File: src/rtl/core/pevf_pkg.sv
`timescale 1ns / 1ps
// ----------------------------------------------------------------------------
// pevf_pkg
// Shared types and constants of the polygon extreme vertex finder.
// ----------------------------------------------------------------------------
package pevf_pkg;

	localparam int MAX_VERTICES_DEF = 4096;
	localparam int COORD_BITS_DEF   = 16;
	localparam int IDX_W            = 12;
	localparam int MIN_VERTICES     = 3;
	localparam int SLOTS            = 4;
	localparam int QUEUE_DEPTH      = 2;

	localparam logic [1:0] SLOT_MIN_X = 2'd0;
	localparam logic [1:0] SLOT_MAX_Y = 2'd1;
	localparam logic [1:0] SLOT_MAX_X = 2'd2;
	localparam logic [1:0] SLOT_MIN_Y = 2'd3;

	typedef enum logic [1:0] {
		KIND_FIRST,
		KIND_CONSIDER,
		KIND_SKIP
	} kind_t;

	typedef enum logic [1:0] {
		ST_OK   = 2'd0,
		ST_FEW  = 2'd1,
		ST_MANY = 2'd2
	} status_t;

	typedef struct packed {
		kind_t            kind;
		logic             last;
		status_t          status;
		logic [IDX_W-1:0] idx;
	} meta_t;

	typedef struct packed {
		logic    valid;
		status_t status;
	} snap_ctl_t;

endpackage

File: src/rtl/core/pevf_vert_if.sv
`timescale 1ns / 1ps
// ----------------------------------------------------------------------------
// pevf_vert_if
// Vertex channel: one beat carries one polygon vertex.
// ----------------------------------------------------------------------------
interface pevf_vert_if #(
	parameter int COORD_BITS = 16
);
	logic                         valid;
	logic                         ready;
	logic signed [COORD_BITS-1:0] vert_x;
	logic signed [COORD_BITS-1:0] vert_y;
	logic                         last_vertex;

	modport source (output valid, output vert_x, output vert_y, output last_vertex,
		input ready);
	modport sink (input valid, input vert_x, input vert_y, input last_vertex,
		output ready);
endinterface

File: src/rtl/core/pevf_res_if.sv
`timescale 1ns / 1ps
// ----------------------------------------------------------------------------
// pevf_res_if
// Result channel: one beat carries the extreme indices of one polygon.
// ----------------------------------------------------------------------------
interface pevf_res_if;
	logic        valid;
	logic        ready;
	logic [11:0] idx_min_x;
	logic [11:0] idx_max_y;
	logic [11:0] idx_max_x;
	logic [11:0] idx_min_y;
	logic [1:0]  status;

	modport source (output valid, output idx_min_x, output idx_max_y, output idx_max_x,
		output idx_min_y, output status, input ready);
	modport sink (input valid, input idx_min_x, input idx_max_y, input idx_max_x,
		input idx_min_y, input status, output ready);
endinterface

File: src/rtl/core/polygon_extreme_vertex_finder_unit.sv
`timescale 1ns / 1ps
// Throughput: one vertex beat per cycle, also across polygon ends, while the result channel is not stalled.
// After the last vertex is accepted, its result passes through the queue, the
// recheck stage and the merge stage into the output register.
// The extreme tracker compares each vertex against the four slots combinationally.
// Reset: arst_n clears the vertex count, queue and all valid flags at once;
// the block is ready for vertices straight after reset.
// ----------------------------------------------------------------------------
// polygon_extreme_vertex_finder_unit
// Finds min-x, max-y, max-x and min-y vertex indices of a streamed polygon.
// ----------------------------------------------------------------------------
module polygon_extreme_vertex_finder_unit import pevf_pkg::*; #(
	parameter int MAX_VERTICES = MAX_VERTICES_DEF,
	parameter int COORD_BITS   = COORD_BITS_DEF
) (
	input  logic       clk,
	input  logic       arst_n,
	pevf_vert_if.sink  vert,
	pevf_res_if.source res
);

	localparam int DATA_W = 2 * COORD_BITS + $bits(meta_t);

	logic                         push;
	logic [DATA_W-1:0]            push_data;
	logic                         q_full;
	logic                         pop;
	logic                         q_valid;
	logic [DATA_W-1:0]            q_data;
	snap_ctl_t                    snap_ctl;
	logic                         snap_ready;
	logic [IDX_W-1:0]             snap_idx [SLOTS];
	logic signed [COORD_BITS-1:0] snap_x [SLOTS];
	logic signed [COORD_BITS-1:0] snap_y [SLOTS];
	logic signed [COORD_BITS-1:0] snap_fx;
	logic signed [COORD_BITS-1:0] snap_fy;
	logic signed [COORD_BITS-1:0] snap_lx;
	logic signed [COORD_BITS-1:0] snap_ly;

	pevf_front #(
		.MAX_VERTICES(MAX_VERTICES),
		.COORD_BITS  (COORD_BITS)
	) u_front (
		.clk      (clk),
		.arst_n   (arst_n),
		.vert     (vert),
		.push     (push),
		.push_data(push_data),
		.q_full   (q_full)
	);

	pevf_queue #(
		.WIDTH(DATA_W),
		.DEPTH(QUEUE_DEPTH)
	) u_queue (
		.clk      (clk),
		.arst_n   (arst_n),
		.push     (push),
		.push_data(push_data),
		.full     (q_full),
		.pop      (pop),
		.q_valid  (q_valid),
		.q_data   (q_data)
	);

	pevf_tracker #(
		.COORD_BITS(COORD_BITS)
	) u_tracker (
		.clk       (clk),
		.q_valid   (q_valid),
		.q_data    (q_data),
		.pop       (pop),
		.snap_ctl  (snap_ctl),
		.snap_ready(snap_ready),
		.snap_idx  (snap_idx),
		.snap_x    (snap_x),
		.snap_y    (snap_y),
		.snap_fx   (snap_fx),
		.snap_fy   (snap_fy),
		.snap_lx   (snap_lx),
		.snap_ly   (snap_ly)
	);

	pevf_finish #(
		.COORD_BITS(COORD_BITS)
	) u_finish (
		.clk       (clk),
		.arst_n    (arst_n),
		.snap_ctl  (snap_ctl),
		.snap_ready(snap_ready),
		.snap_idx  (snap_idx),
		.snap_x    (snap_x),
		.snap_y    (snap_y),
		.snap_fx   (snap_fx),
		.snap_fy   (snap_fy),
		.snap_lx   (snap_lx),
		.snap_ly   (snap_ly),
		.res       (res)
	);

endmodule

File: src/rtl/core/pevf_front.sv
`timescale 1ns / 1ps
// ----------------------------------------------------------------------------
// pevf_front
// Counts vertices of the current polygon and classifies each beat.
// ----------------------------------------------------------------------------
module pevf_front import pevf_pkg::*; #(
	parameter int MAX_VERTICES = MAX_VERTICES_DEF,
	parameter int COORD_BITS   = COORD_BITS_DEF,
	localparam int DATA_W      = 2 * COORD_BITS + $bits(meta_t)
) (
	input  logic              clk,
	input  logic              arst_n,
	pevf_vert_if.sink         vert,
	output logic              push,
	output logic [DATA_W-1:0] push_data,
	input  logic              q_full
);

	localparam int CNT_W = $clog2(MAX_VERTICES + 2);

	logic [CNT_W-1:0] count_q;
	logic [CNT_W-1:0] total;
	meta_t            meta;

	assign vert.ready = !q_full;
	assign push       = vert.valid && vert.ready;

	always_comb begin
		if (count_q <= CNT_W'(MAX_VERTICES)) begin
			total = count_q + CNT_W'(1);
		end else begin
			total = count_q;
		end
		meta.idx  = IDX_W'(count_q);
		meta.last = vert.last_vertex;
		priority if (count_q == '0) begin
			meta.kind = KIND_FIRST;
		end else if (count_q < CNT_W'(MAX_VERTICES)) begin
			meta.kind = KIND_CONSIDER;
		end else begin
			meta.kind = KIND_SKIP;
		end
		priority if (total < CNT_W'(MIN_VERTICES)) begin
			meta.status = ST_FEW;
		end else if (total > CNT_W'(MAX_VERTICES)) begin
			meta.status = ST_MANY;
		end else begin
			meta.status = ST_OK;
		end
	end

	assign push_data = {vert.vert_x, vert.vert_y, meta};

	always_ff @(posedge clk or negedge arst_n) begin
		if (!arst_n) begin
			count_q <= '0;
		end else if (push) begin
			if (vert.last_vertex) begin
				count_q <= '0;
			end else begin
				count_q <= total;
			end
		end
	end

endmodule

File: src/rtl/core/pevf_queue.sv
`timescale 1ns / 1ps
// ----------------------------------------------------------------------------
// pevf_queue
// Short register FIFO between the classifying front and the tracker.
// ----------------------------------------------------------------------------
module pevf_queue import pevf_pkg::*; #(
	parameter int WIDTH = 8,
	parameter int DEPTH = QUEUE_DEPTH
) (
	input  logic             clk,
	input  logic             arst_n,
	input  logic             push,
	input  logic [WIDTH-1:0] push_data,
	output logic             full,
	input  logic             pop,
	output logic             q_valid,
	output logic [WIDTH-1:0] q_data
);

	localparam int PTR_W = (DEPTH > 1) ? $clog2(DEPTH) : 1;
	localparam int CNT_W = $clog2(DEPTH + 1);

	logic [WIDTH-1:0] mem_q [DEPTH];
	logic [PTR_W-1:0] wr_ptr_q;
	logic [PTR_W-1:0] rd_ptr_q;
	logic [CNT_W-1:0] cnt_q;

	assign full    = cnt_q == CNT_W'(DEPTH);
	assign q_valid = cnt_q != '0;
	assign q_data  = mem_q[rd_ptr_q];

	function automatic logic [PTR_W-1:0] ptr_inc(input logic [PTR_W-1:0] p);
		if (p == PTR_W'(DEPTH - 1)) begin
			return '0;
		end
		return p + PTR_W'(1);
	endfunction

	always_ff @(posedge clk) begin
		if (push) begin
			mem_q[wr_ptr_q] <= push_data;
		end
	end

	always_ff @(posedge clk or negedge arst_n) begin
		if (!arst_n) begin
			wr_ptr_q <= '0;
			rd_ptr_q <= '0;
			cnt_q    <= '0;
		end else begin
			if (push) begin
				wr_ptr_q <= ptr_inc(wr_ptr_q);
			end
			if (pop) begin
				rd_ptr_q <= ptr_inc(rd_ptr_q);
			end
			if (push && !pop) begin
				cnt_q <= cnt_q + CNT_W'(1);
			end else if (pop && !push) begin
				cnt_q <= cnt_q - CNT_W'(1);
			end
		end
	end

endmodule

File: src/rtl/core/pevf_tracker.sv
`timescale 1ns / 1ps
// ----------------------------------------------------------------------------
// pevf_tracker
// Keeps the four running extremes and hands a snapshot on the last vertex.
// ----------------------------------------------------------------------------
module pevf_tracker import pevf_pkg::*; #(
	parameter int COORD_BITS = COORD_BITS_DEF,
	localparam int DATA_W    = 2 * COORD_BITS + $bits(meta_t)
) (
	input  logic                         clk,
	input  logic                         q_valid,
	input  logic [DATA_W-1:0]            q_data,
	output logic                         pop,
	output snap_ctl_t                    snap_ctl,
	input  logic                         snap_ready,
	output logic [IDX_W-1:0]             snap_idx [SLOTS],
	output logic signed [COORD_BITS-1:0] snap_x [SLOTS],
	output logic signed [COORD_BITS-1:0] snap_y [SLOTS],
	output logic signed [COORD_BITS-1:0] snap_fx,
	output logic signed [COORD_BITS-1:0] snap_fy,
	output logic signed [COORD_BITS-1:0] snap_lx,
	output logic signed [COORD_BITS-1:0] snap_ly
);

	meta_t                        meta;
	logic signed [COORD_BITS-1:0] x;
	logic signed [COORD_BITS-1:0] y;
	logic [IDX_W-1:0]             idx_q [SLOTS];
	logic signed [COORD_BITS-1:0] x_q [SLOTS];
	logic signed [COORD_BITS-1:0] y_q [SLOTS];
	logic signed [COORD_BITS-1:0] fx_q;
	logic signed [COORD_BITS-1:0] fy_q;
	logic [IDX_W-1:0]             nx_idx [SLOTS];
	logic signed [COORD_BITS-1:0] nx_x [SLOTS];
	logic signed [COORD_BITS-1:0] nx_y [SLOTS];
	logic                         upd [SLOTS];

	assign meta = meta_t'(q_data[$bits(meta_t)-1:0]);
	assign y    = q_data[$bits(meta_t) +: COORD_BITS];
	assign x    = q_data[$bits(meta_t) + COORD_BITS +: COORD_BITS];

	assign pop             = q_valid && (!meta.last || snap_ready);
	assign snap_ctl.valid  = q_valid && meta.last;
	assign snap_ctl.status = meta.status;

	always_comb begin
		upd[SLOT_MIN_X] = x < x_q[SLOT_MIN_X];
		upd[SLOT_MAX_X] = x > x_q[SLOT_MAX_X];
		upd[SLOT_MIN_Y] = y <= y_q[SLOT_MIN_Y];
		upd[SLOT_MAX_Y] = y >= y_q[SLOT_MAX_Y];
		snap_fx = fx_q;
		snap_fy = fy_q;
		for (int s = 0; s < SLOTS; s++) begin
			nx_idx[s] = idx_q[s];
			nx_x[s]   = x_q[s];
			nx_y[s]   = y_q[s];
		end
		unique case (meta.kind)
			KIND_FIRST: begin
				snap_fx = x;
				snap_fy = y;
				for (int s = 0; s < SLOTS; s++) begin
					nx_idx[s] = meta.idx;
					nx_x[s]   = x;
					nx_y[s]   = y;
				end
			end
			KIND_CONSIDER: begin
				for (int s = 0; s < SLOTS; s++) begin
					if (upd[s]) begin
						nx_idx[s] = meta.idx;
						nx_x[s]   = x;
						nx_y[s]   = y;
					end
				end
			end
			default: begin
			end
		endcase
	end

	assign snap_idx = nx_idx;
	assign snap_x   = nx_x;
	assign snap_y   = nx_y;
	assign snap_lx  = x;
	assign snap_ly  = y;

	always_ff @(posedge clk) begin
		if (pop) begin
			idx_q <= nx_idx;
			x_q   <= nx_x;
			y_q   <= nx_y;
			fx_q  <= snap_fx;
			fy_q  <= snap_fy;
		end
	end

endmodule

File: src/rtl/core/pevf_finish.sv
`timescale 1ns / 1ps
// ----------------------------------------------------------------------------
// pevf_finish
// Rechecks vertex 0, merges extremes that share a coordinate, holds the result.
// ----------------------------------------------------------------------------
module pevf_finish import pevf_pkg::*; #(
	parameter int COORD_BITS = COORD_BITS_DEF
) (
	input  logic                         clk,
	input  logic                         arst_n,
	input  snap_ctl_t                    snap_ctl,
	output logic                         snap_ready,
	input  logic [IDX_W-1:0]             snap_idx [SLOTS],
	input  logic signed [COORD_BITS-1:0] snap_x [SLOTS],
	input  logic signed [COORD_BITS-1:0] snap_y [SLOTS],
	input  logic signed [COORD_BITS-1:0] snap_fx,
	input  logic signed [COORD_BITS-1:0] snap_fy,
	input  logic signed [COORD_BITS-1:0] snap_lx,
	input  logic signed [COORD_BITS-1:0] snap_ly,
	pevf_res_if.source                   res
);

	logic                         valid_s1;
	status_t                      status_s1;
	logic [IDX_W-1:0]             idx_s1 [SLOTS];
	logic signed [COORD_BITS-1:0] x_s1 [SLOTS];
	logic signed [COORD_BITS-1:0] y_s1 [SLOTS];
	logic signed [COORD_BITS-1:0] fx_s1;
	logic signed [COORD_BITS-1:0] fy_s1;
	logic signed [COORD_BITS-1:0] lx_s1;
	logic signed [COORD_BITS-1:0] ly_s1;

	logic                         valid_s2;
	status_t                      status_s2;
	logic [IDX_W-1:0]             idx_s2 [SLOTS];
	logic signed [COORD_BITS-1:0] x_s2 [SLOTS];
	logic signed [COORD_BITS-1:0] y_s2 [SLOTS];

	logic [IDX_W-1:0]             rc_idx [SLOTS];
	logic signed [COORD_BITS-1:0] rc_x [SLOTS];
	logic signed [COORD_BITS-1:0] rc_y [SLOTS];
	logic                         upd [SLOTS];
	logic                         recheck;

	logic [IDX_W-1:0]             aj_idx [SLOTS];
	logic signed [COORD_BITS-1:0] aj_x [SLOTS];
	logic signed [COORD_BITS-1:0] aj_y [SLOTS];

	logic adv_s1;
	logic adv_s2;

	assign adv_s2     = !res.valid || res.ready;
	assign adv_s1     = !valid_s2 || adv_s2;
	assign snap_ready = !valid_s1 || adv_s1;

	always_comb begin
		recheck = (status_s1 == ST_OK) && ((fx_s1 != lx_s1) || (fy_s1 != ly_s1));
		upd[SLOT_MIN_X] = fx_s1 < x_s1[SLOT_MIN_X];
		upd[SLOT_MAX_X] = fx_s1 > x_s1[SLOT_MAX_X];
		upd[SLOT_MIN_Y] = fy_s1 <= y_s1[SLOT_MIN_Y];
		upd[SLOT_MAX_Y] = fy_s1 >= y_s1[SLOT_MAX_Y];
		for (int s = 0; s < SLOTS; s++) begin
			if (recheck && upd[s]) begin
				rc_idx[s] = '0;
				rc_x[s]   = fx_s1;
				rc_y[s]   = fy_s1;
			end else begin
				rc_idx[s] = idx_s1[s];
				rc_x[s]   = x_s1[s];
				rc_y[s]   = y_s1[s];
			end
		end
	end

	always_comb begin
		aj_idx = idx_s2;
		aj_x   = x_s2;
		aj_y   = y_s2;
		if (aj_y[SLOT_MIN_X] == aj_y[SLOT_MAX_Y]) begin
			aj_idx[SLOT_MAX_Y] = aj_idx[SLOT_MIN_X];
			aj_x[SLOT_MAX_Y]   = aj_x[SLOT_MIN_X];
			aj_y[SLOT_MAX_Y]   = aj_y[SLOT_MIN_X];
		end
		if (aj_x[SLOT_MIN_Y] == aj_x[SLOT_MAX_X]) begin
			aj_idx[SLOT_MAX_X] = aj_idx[SLOT_MIN_Y];
			aj_x[SLOT_MAX_X]   = aj_x[SLOT_MIN_Y];
			aj_y[SLOT_MAX_X]   = aj_y[SLOT_MIN_Y];
		end
		if (aj_y[SLOT_MAX_X] == aj_y[SLOT_MAX_Y]) begin
			aj_idx[SLOT_MAX_Y] = aj_idx[SLOT_MAX_X];
			aj_x[SLOT_MAX_Y]   = aj_x[SLOT_MAX_X];
			aj_y[SLOT_MAX_Y]   = aj_y[SLOT_MAX_X];
		end
		if (aj_x[SLOT_MIN_Y] == aj_x[SLOT_MIN_X]) begin
			aj_idx[SLOT_MIN_X] = aj_idx[SLOT_MIN_Y];
			aj_x[SLOT_MIN_X]   = aj_x[SLOT_MIN_Y];
			aj_y[SLOT_MIN_X]   = aj_y[SLOT_MIN_Y];
		end
		if (status_s2 != ST_OK) begin
			for (int s = 0; s < SLOTS; s++) begin
				aj_idx[s] = '0;
			end
		end
	end

	always_ff @(posedge clk or negedge arst_n) begin
		if (!arst_n) begin
			valid_s1  <= 1'b0;
			valid_s2  <= 1'b0;
			res.valid <= 1'b0;
		end else begin
			if (snap_ready) begin
				valid_s1 <= snap_ctl.valid;
			end
			if (adv_s1) begin
				valid_s2 <= valid_s1;
			end
			if (adv_s2) begin
				res.valid <= valid_s2;
			end
		end
	end

	always_ff @(posedge clk) begin
		if (snap_ready && snap_ctl.valid) begin
			status_s1 <= snap_ctl.status;
			idx_s1    <= snap_idx;
			x_s1      <= snap_x;
			y_s1      <= snap_y;
			fx_s1     <= snap_fx;
			fy_s1     <= snap_fy;
			lx_s1     <= snap_lx;
			ly_s1     <= snap_ly;
		end
		if (adv_s1 && valid_s1) begin
			status_s2 <= status_s1;
			idx_s2    <= rc_idx;
			x_s2      <= rc_x;
			y_s2      <= rc_y;
		end
		if (adv_s2 && valid_s2) begin
			res.idx_min_x <= aj_idx[SLOT_MIN_X];
			res.idx_max_y <= aj_idx[SLOT_MAX_Y];
			res.idx_max_x <= aj_idx[SLOT_MAX_X];
			res.idx_min_y <= aj_idx[SLOT_MIN_Y];
			res.status    <= status_s2;
		end
	end

endmodule

File: src/flat_wrapper.sv
// flat-port wrapper written by rule: the top's interface ports become plain ports
module polygon_extreme_vertex_finder_unit_flat import pevf_pkg::*;
#(
	parameter int MAX_VERTICES = MAX_VERTICES_DEF,
	parameter int COORD_BITS   = COORD_BITS_DEF
)
  (clk, arst_n, vert_valid, vert_vert_x, vert_vert_y, vert_last_vertex, vert_ready, res_valid, res_idx_min_x, res_idx_max_y, res_idx_max_x, res_idx_min_y, res_status, res_ready);
  pevf_vert_if #(.COORD_BITS(COORD_BITS)) vert_i ();
  pevf_res_if res_i ();
  input  logic clk;
  input  logic arst_n;
  input wire logic [$bits(vert_i.valid)-1:0] vert_valid;
  input wire logic [$bits(vert_i.vert_x)-1:0] vert_vert_x;
  input wire logic [$bits(vert_i.vert_y)-1:0] vert_vert_y;
  input wire logic [$bits(vert_i.last_vertex)-1:0] vert_last_vertex;
  output wire logic [$bits(vert_i.ready)-1:0] vert_ready;
  output wire logic [$bits(res_i.valid)-1:0] res_valid;
  output wire logic [$bits(res_i.idx_min_x)-1:0] res_idx_min_x;
  output wire logic [$bits(res_i.idx_max_y)-1:0] res_idx_max_y;
  output wire logic [$bits(res_i.idx_max_x)-1:0] res_idx_max_x;
  output wire logic [$bits(res_i.idx_min_y)-1:0] res_idx_min_y;
  output wire logic [$bits(res_i.status)-1:0] res_status;
  input wire logic [$bits(res_i.ready)-1:0] res_ready;
  assign vert_i.valid = vert_valid;
  assign vert_i.vert_x = vert_vert_x;
  assign vert_i.vert_y = vert_vert_y;
  assign vert_i.last_vertex = vert_last_vertex;
  assign vert_ready = vert_i.ready;
  assign res_valid = res_i.valid;
  assign res_idx_min_x = res_i.idx_min_x;
  assign res_idx_max_y = res_i.idx_max_y;
  assign res_idx_max_x = res_i.idx_max_x;
  assign res_idx_min_y = res_i.idx_min_y;
  assign res_status = res_i.status;
  assign res_i.ready = res_ready;
  polygon_extreme_vertex_finder_unit #(.MAX_VERTICES(MAX_VERTICES), .COORD_BITS(COORD_BITS)) u_core (.clk(clk), .arst_n(arst_n), .vert(vert_i), .res(res_i));
endmodule
File: config.mk
export PLATFORM = sky130hd
export DESIGN_NAME = polygon_extreme_vertex_finder_unit_flat
export DESIGN_NICKNAME = d
export VERILOG_FILES = /design/src/rtl/core/pevf_pkg.sv /design/src/rtl/core/pevf_vert_if.sv /design/src/rtl/core/pevf_res_if.sv /design/src/rtl/core/polygon_extreme_vertex_finder_unit.sv /design/src/rtl/core/pevf_front.sv /design/src/rtl/core/pevf_queue.sv /design/src/rtl/core/pevf_tracker.sv /design/src/rtl/core/pevf_finish.sv /design/src/flat_wrapper.sv
export SDC_FILE = /design/constraint.sdc
export NUM_CORES = 1
export LEC_CHECK = 0
export BUFFER_PORTS_ARGS = -buffer_cell sky130_fd_sc_hd__buf_4
export CAP_MARGIN = 20
export CORE_AREA = 2 2 305 307
export CTS_CLUSTER_DIAMETER = 50
export DETAILED_ROUTE_END_ITERATION = 10
export DIE_AREA = 0 0 307 309
export PLACE_DENSITY = 0.62
export SLEW_MARGIN = 0
export SYNTH_ARGS = -nofsm -noshare
export SYNTH_HDL_FRONTEND = slang
export SYNTH_SLANG_ARGS = --single-unit
File: constraint.sdc
create_clock -name clk -period 17.85 [get_ports clk]
set_input_delay 1.785 -clock clk [delete_from_list [all_inputs] [get_ports clk]]
set_output_delay 1.785 -clock clk [all_outputs]
set_load 0.02 [all_outputs]
# Yosys cells after proc, flatten, opt, wreduce, memory -nomap -nowiden
# Memory sizes are Yosys's and may differ from the RTL's.
# Cells that the tools add are included.
[totals]
in_bits = 37
out_inout_bits = 52
reg_bits = 650
mem_count = 1
elab_cells = 158
mem_bits_rw = 98
[op_classes]
muxes = 48
n_eq_ne = 8
order_cmp = 12
reduce_logical = 31
add_sub_neg = 5
[mem_list]
columns = ["name", "depth", "width", "read_ports", "rd_clocked_by_memory_dff", "wr", "line_no", "text"]
rows = [
  ["u_core.u_queue.mem_q", 2, 49, 1, 0, 1, "pevf_queue.sv:23", "logic [WIDTH-1:0] mem_q [DEPTH];"],
]
[op_table]
columns = ["cell", "count"]
rows = [
  ["$mux 16", 19],
  ["$pmux 64 s2", 2],
  ["$mux 12", 8],
  ["$pmux 48 s2", 1],
  ["$eq 16x16->1", 4],
  ["$ge 16x16->1", 2],
  ["$gt 16x16->1", 2],
  ["$le 16x16->1", 2],
  ["$lt 16x16->1", 2],
  ["$ne 16x16->1", 2],
  ["$mux 13", 2],
  ["$add 13x1->13 const B", 1],
  ["$gt 13x13->1 const B", 1],
  ["$le 13x13->1 const B", 1],
  ["$logic_and 1x1->1", 13],
  ["$logic_not 13->1", 1],
  ["$lt 13x13->1 const B", 1],
  ["$lt 13x2->1 const B", 1],
  ["$mux 2", 6],
  ["$mux 1", 10],
  ["$logic_not 1->1", 7],
  ["$reduce_bool 2->1", 3],
  ["$logic_or 1x1->1", 5],
  ["$logic_not 2->1", 2],
  ["other kinds (5)", 6],
]

# Longest topological paths before layout
# Gate-level depths: netlist of the first run.
[logic_depth]
ltp_word = 9
depth_mapped = 15

# Modules after synthesis
# A second synthesis of the first run with hierarchy kept.
[unflattened]
cells_unflattened = 2901
area_unflattened_um2 = 38490.7
[by_module_without_submodules]
columns = ["module", "area_each_um2", "seq_area_each_um2", "instances", "cells_each"]
rows = [
  ["pevf_finish", 18622.9, 13227.7, 1, 1124],
  ["pevf_tracker", 14512.7, 6246.0, 1, 1427],
  ["pevf_queue", 3978.8, 3042.9, 1, 169],
  ["pevf_front", 1376.3, 325.3, 1, 181],
]

# Worst setup path after synthesis of the first run
# Ideal clock, no wire load.
[synth_path]
path_type = "input to register"
startpoint = "in res_ready"
endpoint = "reg u_core.u_finish.fx_s1[0] (enable)"
arrival_ns = 18.750
path_buffers = 0
required_time_ns = 16.633
slack_ns = -2.117
stages = 2
cell_sequence = "nor2b_1 -> a311oi_1"
[synth_between]
elab_chain_cells = 4
[synth_rtl]
columns = ["item", "line_no", "text"]
rows = [
  ["start: declaration", "flat_wrapper.sv:23", "input wire logic [$bits(res_i.ready)-1:0] res_ready;"],
  ["$logic_or 1x1->1", "pevf_finish.sv:52", "assign adv_s2 = !res.valid || res.ready;"],
  ["$logic_or 1x1->1", "pevf_finish.sv:53", "assign adv_s1 = !valid_s2 || adv_s2;"],
  ["$logic_or 1x1->1", "pevf_finish.sv:54", "assign snap_ready = !valid_s1 || adv_s1;"],
  ["$logic_and 1x1->1", "pevf_finish.sv:125", "if (snap_ready && snap_ctl.valid) begin"],
  ["end signal: assignment", "pevf_finish.sv:130", "fx_s1 <= snap_fx;"],
  ["end: declaration", "pevf_finish.sv:28", "logic signed [COORD_BITS-1:0] fx_s1;"],
]
# Every way passes these cells.
# A chain may end at the register's enable or synchronous reset.

==> results of run 1 <==
## routing by layer
layer  GRT usage (%)  wire (um)
met1           22.69      35270
met2           26.14      36280
met3           2.096       3728
met4           5.695       2125
met5               0          0
## cell usage in the layout (no fill, tap or decap), drive strengths merged, types with 6 or more instances in the layout
master	count
clkinv	32
nand4	39
clkinvlp	7
clkbuf	106
inv	187
o21ai	109
xor2	63
a21o	22
o31ai	6
nand2b	9
dfrtp	20
nand3	15
bufinv	7
edfxtp	728
and2	52
buf	114
xnor2	47
a21oi	93
nor2b	28
nand2	89
o21a	7
and3	7
mux2i	115
nor2	122
a31oi	8
nor4	20
ha	129
mux2	181
nor3	9
## through the flow
step	setup slack (ns)	area (um^2)	util (%)	std cells
after global placement	12.39	34910	38.20	3446
final	12.50	37820	41.38	3609
after global routing	12.07	37820	41.38	3609
after detailed placement	12.28	34910	38.20	3446
after floorplan	5.871	32770	-	2218
after CTS	12.47	37800	41.36	3606
## flip-flops by register name (all words and copies together), names as in the netlist, 32 cells and up
signal / count
u_core.u_tracker.y_q: 64
u_core.u_finish.x_s2: 32
u_core.u_finish.y_s1: 64
u_core.u_finish.idx_s1: 48
u_core.u_finish.y_s2: 48
u_core.u_finish.idx_s2: 48
u_core.u_tracker.x_q: 48
u_core.u_finish.x_s1: 48
u_core.u_tracker.idx_q: 48
u_core.u_queue.mem_q: 98
## layout make-up
cell class / instances / area [um^2] / share of cell area [%]
antenna: 2 / 5.005 / 0.01323
clock buffer: 106 / 2351 / 6.217
clock inverter: 54 / 540.5 / 1.429
inverter: 179 / 671.9 / 1.777
multi-input combinational: 1220 / 9528 / 25.19
sequential: 748 / 22370 / 59.14
tap: 1186 / 1484 / 3.924
timing repair buffer: 114 / 872.1 / 2.306
## how the worst max path moves through the flow
stage,start,end,cells past startpoint
floorplan,res_ready,u_core.u_finish.fx_s1[0],2
global placement,res_ready,u_core.u_finish.lx_s1[10],6
detailed placement,res_ready,u_core.u_finish.x_s1[25],6
CTS,u_core.u_queue.rd_ptr_q,u_core.u_finish.y_s1[9],11
global route,u_core.u_queue.rd_ptr_q,u_core.u_finish.y_s1[9],11
finish,u_core.u_queue.rd_ptr_q,u_core.u_finish.y_s1[9],11
## cell families (layout without fill, tap and decap cells)
family	Yosys count	after routing
flip-flops	748	748
AO/OA/AOI/OAI	279	279
other	0	2
buffers and inverters	250	453
XOR/XNOR	110	110
AND/OR/NAND/NOR	406	406
adder cells (fa/ha/maj)	129	129
multiplexers	296	296
## worst register-to-register path, stage by stage (launching register included)
cell,delay [ns]
dfrtp_4,0.95
buf_4,0.53
mux2i_1,0.39
inv_1,0.17
ha_1,0.36
and3_1,0.18
nand4_1,0.16
nor2_1,0.07
or3_1,0.42
a311oi_4,0.74
buf_4,0.79
o21ai_0,0.27
==> impl_metrics.csv, run 1 <==
group,metric,value,unit
setup_path,reg2regPathDepth,11,
place,place_congestion,0.8385,
layout,fin_nets,2516,
sta,relSlewSlack,18.70,%
setup_path,critPathKind,"reg -> reg",
worst_hold_path,min_to,"u_core.u_finish.status_s2[1]",
clocking,post_cts_resized,0,
setup_path,startpoint_type,"flop",
yosys,synth_top_cell_by_area,"edfxtp_1",
sta,rsz0062_at_grt,"false",
sta,hold_viol_final,0,
drt,drc_errors,0,
sta,max_freq,186.9,MHz
yosys,ys.flop_type,"edfxtp_1",
drt,drt-wirelength-per-cell,21.45,um
yosys,synth-seq-area-share,68.26,%
yosys,synth_warnings,0,
yosys,async_flop_share,2.674,%
clocking,max-clock-path-buffers,3,
setup_path,path_cells,"buf_4, mux2i_1, inv_1, ha_1, and3_1, nand4_1, nor2_1, or3_1, a311oi_4, buf_4, o21ai_0",
setup_path,r2r-start,"u_core.u_queue.rd_ptr_q",
sta,period_share,29.97,%
floorplanning,ios,89,
sta,tightest_slew,1.219,ns
global_route,grt_antenna_before_repair,4,
yosys,yosysMostFrequentCell,"edfxtp_1",
clocking,cts_sinks,748,
clocking,worstSkewPairLatency,0.64,ns
clocking,clk_pin_slew,0.06,ns
yosys,synth_edf_count,728,
setup_path,cp_slowest_stage_delay,0.95,ns
global_route,grt_pass1_vias,18838,
setup_path,arrival,5.66,ns
yosys,synth_seq_cells,748,
worst_hold_path,hold_class,"reg -> reg",
setup_path,r2r_end,"u_core.u_finish.y_s1[9]",
global_route,grt_pass1_wl,116400,um
yosys,synth_top_family_by_area,"multiplexers",
setup_path,slowest_stage,"dfrtp_4",
sta,fin_tns_setup,0,ns
floorplanning,die_h,309,um
setup_path,crit_buf_inv,3,
drt,vias_per_cell,5.089,
yosys,synth_common_cells,"edfxtp_1, mux2_2, inv_1",
clocking,numCtsBuffers,87,
setup_path,crit_fanout,68,
layout,syn_to_final_growth,15.44,%
setup_path,r2r_slack,12.50,ns
place,io_buffer_count,88,
layout,num-fill-cells,8226,
yosys,ys_top_cells_by_area,"edfxtp_1, mux2_2, ha_1",
sta,whs,0.4572,ns
setup_path,crit_family,"buffers and inverters",
yosys,synth-simple-area-share,6.126,%
clocking,cts_tree,"built",
setup_path,crit_required,18.16,ns
setup_path,cp_common_cell,"buf_4",
worst_hold_path,hold_depth,0,
clocking,root_buffer,"clkbuf_16",
worst_hold_path,hp-start,"u_core.u_finish.status_s1[1]",
sta,setup_viol,0,
drt,drt_wl_total,77400,um
sta,finalCriticalPeriod,5.350,ns
sta,worst_clock_skew,0.03622,ns
floorplanning,start_util,35.85,%
global_route,track_usage,16.24,%
yosys,synth.mux.area_fraction,9.735,%
floorplanning,die_w,307,um
drt,ant_nets,0,
yosys,synth_top_area_share,66.73,%
yosys,synth_compound_area_share,4.984,%
drt,num_vias,18365,
global_route,overflow,0,
run,max_cap_viol_count,0,
setup_path,crit_path_end_kind,"flop",
drt,dr.pass1.iters,5,
yosys,synth_xor_area_share,2.941,%
yosys,ys_types,62,
yosys,synthAdderAreaFrac,4.927,%
run_status,status,"finished, final reports clean",
drt,drtIter0Drc,1549,
place,place_hpwl,51710,um
yosys,syn_area_per_cell,14.77,um^2
global_route,grt_max_degree,166,
yosys,syn_nets,2384,
layout,drive_gt1_share,18.63,%
clocking,cts_setup_buffers,0,
yosys,syn_area,32760,um^2
sta,slew_violations,0,
floorplanning,die-area,94860,um^2
clocking,h-tree-depth,3,
yosys,synth_cells,2218,
floorplanning,rows,111,
floorplanning,coreArea,91390,um^2
clocking,ctsHoldBuffers,0,
Power of run 1 is not shown: default switching activity piles up to over one toggle a cycle in this logic, so the estimate is an artifact.
==> run 2, diff against run 1 <==
- PLACE_DENSITY: 0.62 -> 0.61
- clock period: 17.85 -> 5.2 ns (I/O delays scaled with it)
==> run 2 against run 1 <==
- via count shrank 0.76%
- first-iteration DRC count shrank 11%
- clock skew shrank 0.011 ns
- global-route usage shrank 0.062 points
- critical path depth is the same
- critical endpoint is now u_core.u_finish.y_s1[62]
- largest cell class unchanged
- highest routed layer unchanged
==> impl_metrics.csv, run 2 (same netlist as run 1, synthesis figures left out) <==
group,metric,value,unit
run_status,status,"finished, final reports clean",
floorplanning,die_h,309,um
worst_hold_path,hp-start,"vert_vert_y[3]",
layout,top_regs,"u_core.u_queue.mem_q x98, u_core.u_finish.y_s1 x64, u_core.u_tracker.y_q x64",
setup_path,crit_fanout,25,
sta,relSlewSlack,30.50,%
setup_path,crit_buf_inv,4,
setup_path,reg2regPathDepth,11,
global_route,overflow,0,
worst_hold_path,hold_class,"in -> reg",
sta,hold_viol_final,0,
floorplanning,start_util,35.85,%
drt,drt-wirelength-per-cell,21.32,um
place,io_buffer_count,88,
layout,drive_gt1_share,18.41,%
place,place_hpwl,51140,um
drt,vias_per_cell,5.047,
global_route,track_usage,16.18,%
global_route,grt_pass1_wl,115500,um
drt,dr.pass1.iters,6,
clocking,numCtsBuffers,81,
sta,setup_slack,0.6255,ns
floorplanning,rows,111,
sta,setup_viol,0,
drt,drtIter0Drc,1376,
worst_hold_path,hold_depth,1,
setup_path,r2r-start,"u_core.u_queue.rd_ptr_q",
global_route,grt_antenna_before_repair,3,
layout,final_common_cell,"edfxtp_1",
setup_path,worst-path-stages,11,
layout,final_area,37720,um^2
setup_path,path_cells,"buf_4, mux2i_1, inv_1, ha_1, inv_1, a21oi_1, nand3_1, or3_1, o221ai_4, buf_4, mux2_2",
worst_hold_path,min_to,"u_core.u_queue.mem_q[0][20]",
setup_path,slowest_stage,"dfrtp_4",
sta,period_share,87.97,%
clocking,cts_setup_buffers,0,
setup_path,arrival,4.94,ns
global_route,grt_pass1_vias,18773,
layout,syn_to_final_growth,15.15,%
setup_path,r2r_slack,0.63,ns
drt,drc_errors,0,
layout,regMostFlops,"u_core.u_queue.mem_q",
layout,fin_util,41.28,%
clocking,h-tree-depth,3,
clocking,cts_tree,"built",
floorplanning,ios,89,
place,place_congestion,0.8611,
layout,largest_register_ffs,98,
sta,max_freq,218.6,MHz
setup_path,r2r_end,"u_core.u_finish.y_s1[62]",
clocking,clk_pin_slew,0.06,ns
sta,slew_violations,0,
clocking,worstSkewPairLatency,0.62,ns
drt,drt_wl_total,76980,um
setup_path,cp_slowest_stage_delay,0.84,ns
place,pre_cts_slack,0.5991,ns
run,max_cap_viol_count,0,
floorplanning,die-area,94860,um^2
global_route,grt_max_degree,119,
sta,finalCriticalPeriod,4.575,ns
drt,num_vias,18226,
clocking,root_buffer,"clkbuf_16",
clocking,post_cts_resized,0,
setup_path,startpoint_type,"flop",
layout,num-fill-cells,8207,
setup_path,crit_family,"buffers and inverters",
clocking,max-clock-path-buffers,3,
floorplanning,die_w,307,um
layout,regArea,22370,um^2
layout,layout_common_cells,"edfxtp_1, mux2_2, inv_1",
sta,worst_clock_skew,0.02496,ns
sta,tightest_slew,1.043,ns
setup_path,crit_path_end_kind,"flop",
layout,multiInputGateArea,9537,um^2
floorplanning,coreArea,91390,um^2
clocking,cts_sinks,748,
place,placed_area,35100,um^2
sta,rsz0062_at_grt,"false",
layout,fin_nets,2526,
drt,ant_nets,0,
setup_path,critPathKind,"reg -> reg",
setup_path,crit_required,5.57,ns
[run 2: repair_timing]
item | CTS | global route
setup endpoints to repair | 0 | 0
hold buffers | 1 | 0
hold endpoints to repair | 20 | 0
[run 2: layout make-up]
type / instances / area share, %
Antenna cell: 2 / 0.01327
Clock buffer: 106 / 5.847
Clock inverter: 40 / 1.068
Inverter: 179 / 1.781
Multi-Input combinational cell: 1220 / 25.28
Sequential cell: 748 / 59.28
Tap cell: 1186 / 3.934
Timing Repair Buffer: 130 / 2.793
[run 2: metrics by stage]
stage	TNS (ns)	instances	hold slack, ns
2_1_floorplan	-468.66	2218	0.2244
3_3_place_gp	0	3461	0.4218
3_5_place_dp	0	3462	0.4236
4_1_cts	0	3609	0.04412
5_1_grt	0	3610	0.06069
6_report	0	3611	0.08205
[run 2: worst max-delay path by stage]
stage	from	endpoint	slack, ns
6_report	u_core.u_queue.rd_ptr_q	u_core.u_finish.y_s1[62]	0.63
3_5_place_dp	u_core.u_queue.rd_ptr_q	u_core.u_finish.y_s1[62]	0.60
2_1_floorplan	u_core.u_queue.rd_ptr_q	u_core.u_finish.fx_s1[0]	-2.07
3_3_place_gp	u_core.u_queue.rd_ptr_q	u_core.u_finish.y_s1[55]	0.69
5_1_grt	u_core.u_queue.rd_ptr_q	u_core.u_tracker.y_q[1]	0.35
4_1_cts	u_core.u_queue.rd_ptr_q	u_core.u_finish.y_s1[55]	0.59
[run 2: per-layer routing]
layer	up-vias	part of all wire, %	track usage (%)
li1	8506	-	-
met1	9158	45	21.74
met2	444	48	26.61
met3	118	4.8	2.658
met4	0	2.5	5.683
met5	-	0	0
Power of run 2 is left out for the same reason.
==> run 3, diff against run 2 <==
- CORE_AREA: 2 2 305 307 -> 2 2 252 254
- DIE_AREA: 0 0 307 309 -> 0 0 254 256
- PLACE_DENSITY: 0.61 -> 0.79
==> run 3 against run 2 <==
- critical path depth is 1 higher
- sequential share of layout area grew 0.86 points
- core utilization rose by 18 points
- clock-buffer cell count shrank 8
- largest cell class unchanged
==> impl_metrics.csv, run 3 (same netlist as run 1, synthesis figures left out) <==
group,metric,value,unit
drt,num_vias,18725,
clocking,cts_tree,"built",
layout,final_common_cell,"edfxtp_1",
global_route,overflow,0,
place,place_hpwl,50200,um
worst_hold_path,hold_class,"in -> reg",
place,place_congestion,0.9110,
clocking,root_buffer,"clkbuf_16",
clocking,h-tree-depth,3,
sta,hold_viol_final,0,
layout,final_area,37180,um^2
layout,drive_gt1_share,18.23,%
drt,drt-wirelength-per-cell,22.87,um
place,io_buffer_count,88,
layout,stdcell_count,3261,
drt,drc_errors,0,
global_route,grt_max_degree,163,
layout,multiInputGateArea,9539,um^2
drt,vias_per_cell,5.742,
sta,period_share,85.18,%
sta,max_freq,225.8,MHz
layout,fin_nets,2520,
layout,fin_util,59.60,%
sta,rsz0062_at_grt,"false",
layout,top_regs,"u_core.u_queue.mem_q x98, u_core.u_finish.y_s1 x64, u_core.u_tracker.y_q x64",
global_route,track_usage,23.18,%
setup_path,startpoint_type,"flop",
floorplanning,die-area,65020,um^2
floorplanning,coreArea,62390,um^2
floorplanning,ios,89,
clocking,clk_pin_slew,0.06,ns
setup_path,arrival,4.86,ns
run,max_cap_viol_count,0,
sta,finalCriticalPeriod,4.429,ns
layout,layout_common_cells,"edfxtp_1, mux2_2, inv_1",
sta,worst_clock_skew,0.02758,ns
layout,num-fill-cells,4584,
global_route,grt_pass1_wl,113200,um
global_route,grt_pass1_vias,19197,
setup_path,r2r_slack,0.77,ns
clocking,cts_setup_buffers,0,
drt,ant_nets,0,
layout,regArea,22370,um^2
place,placed_area,34660,um^2
clocking,max-clock-path-buffers,3,
drt,drt_wl_total,74560,um
setup_path,critPathKind,"reg -> reg",
layout,largest_register_ffs,98,
clocking,numCtsBuffers,79,
run_status,status,"finished, final reports clean",
global_route,grt_antenna_before_repair,0,
sta,relSlewSlack,29.60,%
place,dp.cells,3118,
drt,dr.pass1.iters,5,
floorplanning,start_util,52.51,%
sta,slew_violations,0,
clocking,cts_sinks,748,
setup_path,crit_path_end_kind,"flop",
sta,tightest_slew,1.052,ns
floorplanning,die_w,254,um
layout,syn_to_final_growth,13.50,%
drt,drtIter0Drc,2113,
setup_path,crit_required,5.63,ns
floorplanning,die_h,256,um
layout,regMostFlops,"u_core.u_queue.mem_q",
floorplanning,rows,92,
sta,setup_viol,0,
clocking,worstSkewPairLatency,0.61,ns
setup_path,crit_fanout,36,
## run 3: cell count changes in the layout (fill, tap and decap cells not counted), sizes merged
| cell | delta |
|---|---|
| buf | -4 |
| bufinv | -1 |
| clkbuf | -8 |
| clkinv | +8 |
| clkinvlp | -3 |
| diode | -1 |
| inv | -1 |
## run 3: worst max-delay path: stages, from the launching register on
cell,delay [ns]
dfrtp_4,0.82
mux2i_1,0.42
inv_1,0.20
ha_1,0.36
a21o_1,0.17
a21o_1,0.18
a2111oi_0,0.46
o21ai_1,0.13
or3_1,0.37
a311oi_4,0.35
buf_4,0.45
nor2_1,0.09
a21oi_1,0.21
## run 3: final cells by class
type	instances	area share, %
Multi-Input combinational cell	1220	25.65
Tap cell	846	2.847
Clock buffer	98	5.676
Sequential cell	748	60.15
Timing Repair Buffer	126	2.796
Antenna cell	1	0.006730
Clock inverter	43	1.067
Inverter	179	1.807
## run 3: per-stage QoR
step           setup slack (ns)  hold slack, ns  TNS (ns)
2_1_floorplan            -2.074          0.2244   -468.66
3_3_place_gp              1.005          0.4154         0
3_5_place_dp             0.8772          0.4227         0
4_1_cts                  0.8112         0.06967         0
5_1_grt                  0.4922         0.07732         0
6_report                 0.7706         0.09187         0
## run 3: path summary, 6_finish.rpt
check                                                  start                           end  cells past startpoint
worst max-delay path                 u_core.u_queue.rd_ptr_q      u_core.u_tracker.x_q[12]                     12
worst min-delay path                          vert_vert_x[3]   u_core.u_queue.mem_q[0][36]                      1
worst max register to register       u_core.u_queue.rd_ptr_q      u_core.u_tracker.x_q[12]                     12
worst min register to register  u_core.u_finish.status_s1[0]  u_core.u_finish.status_s2[0]                      0
max in group asynchronous                             arst_n       u_core.u_queue.rd_ptr_q                      2
min in group asynchronous                             arst_n       u_core.u_queue.rd_ptr_q                      2
## run 3: what timing repair did
action	in CTS	in global routing
endpoints found under the hold margin	20	0
gates resized for setup	0	0
hold buffers	1	0
## run 3: routing by layer
metal,global-route usage [%],up-vias,share of wire (%)
met3,3.519,146,6.8
met2,37.96,755,49
met5,0,-,0
met1,31.67,9341,42
met4,8.154,0,2.9
li1,-,8483,-
Power of run 3 is left out for the same reason.
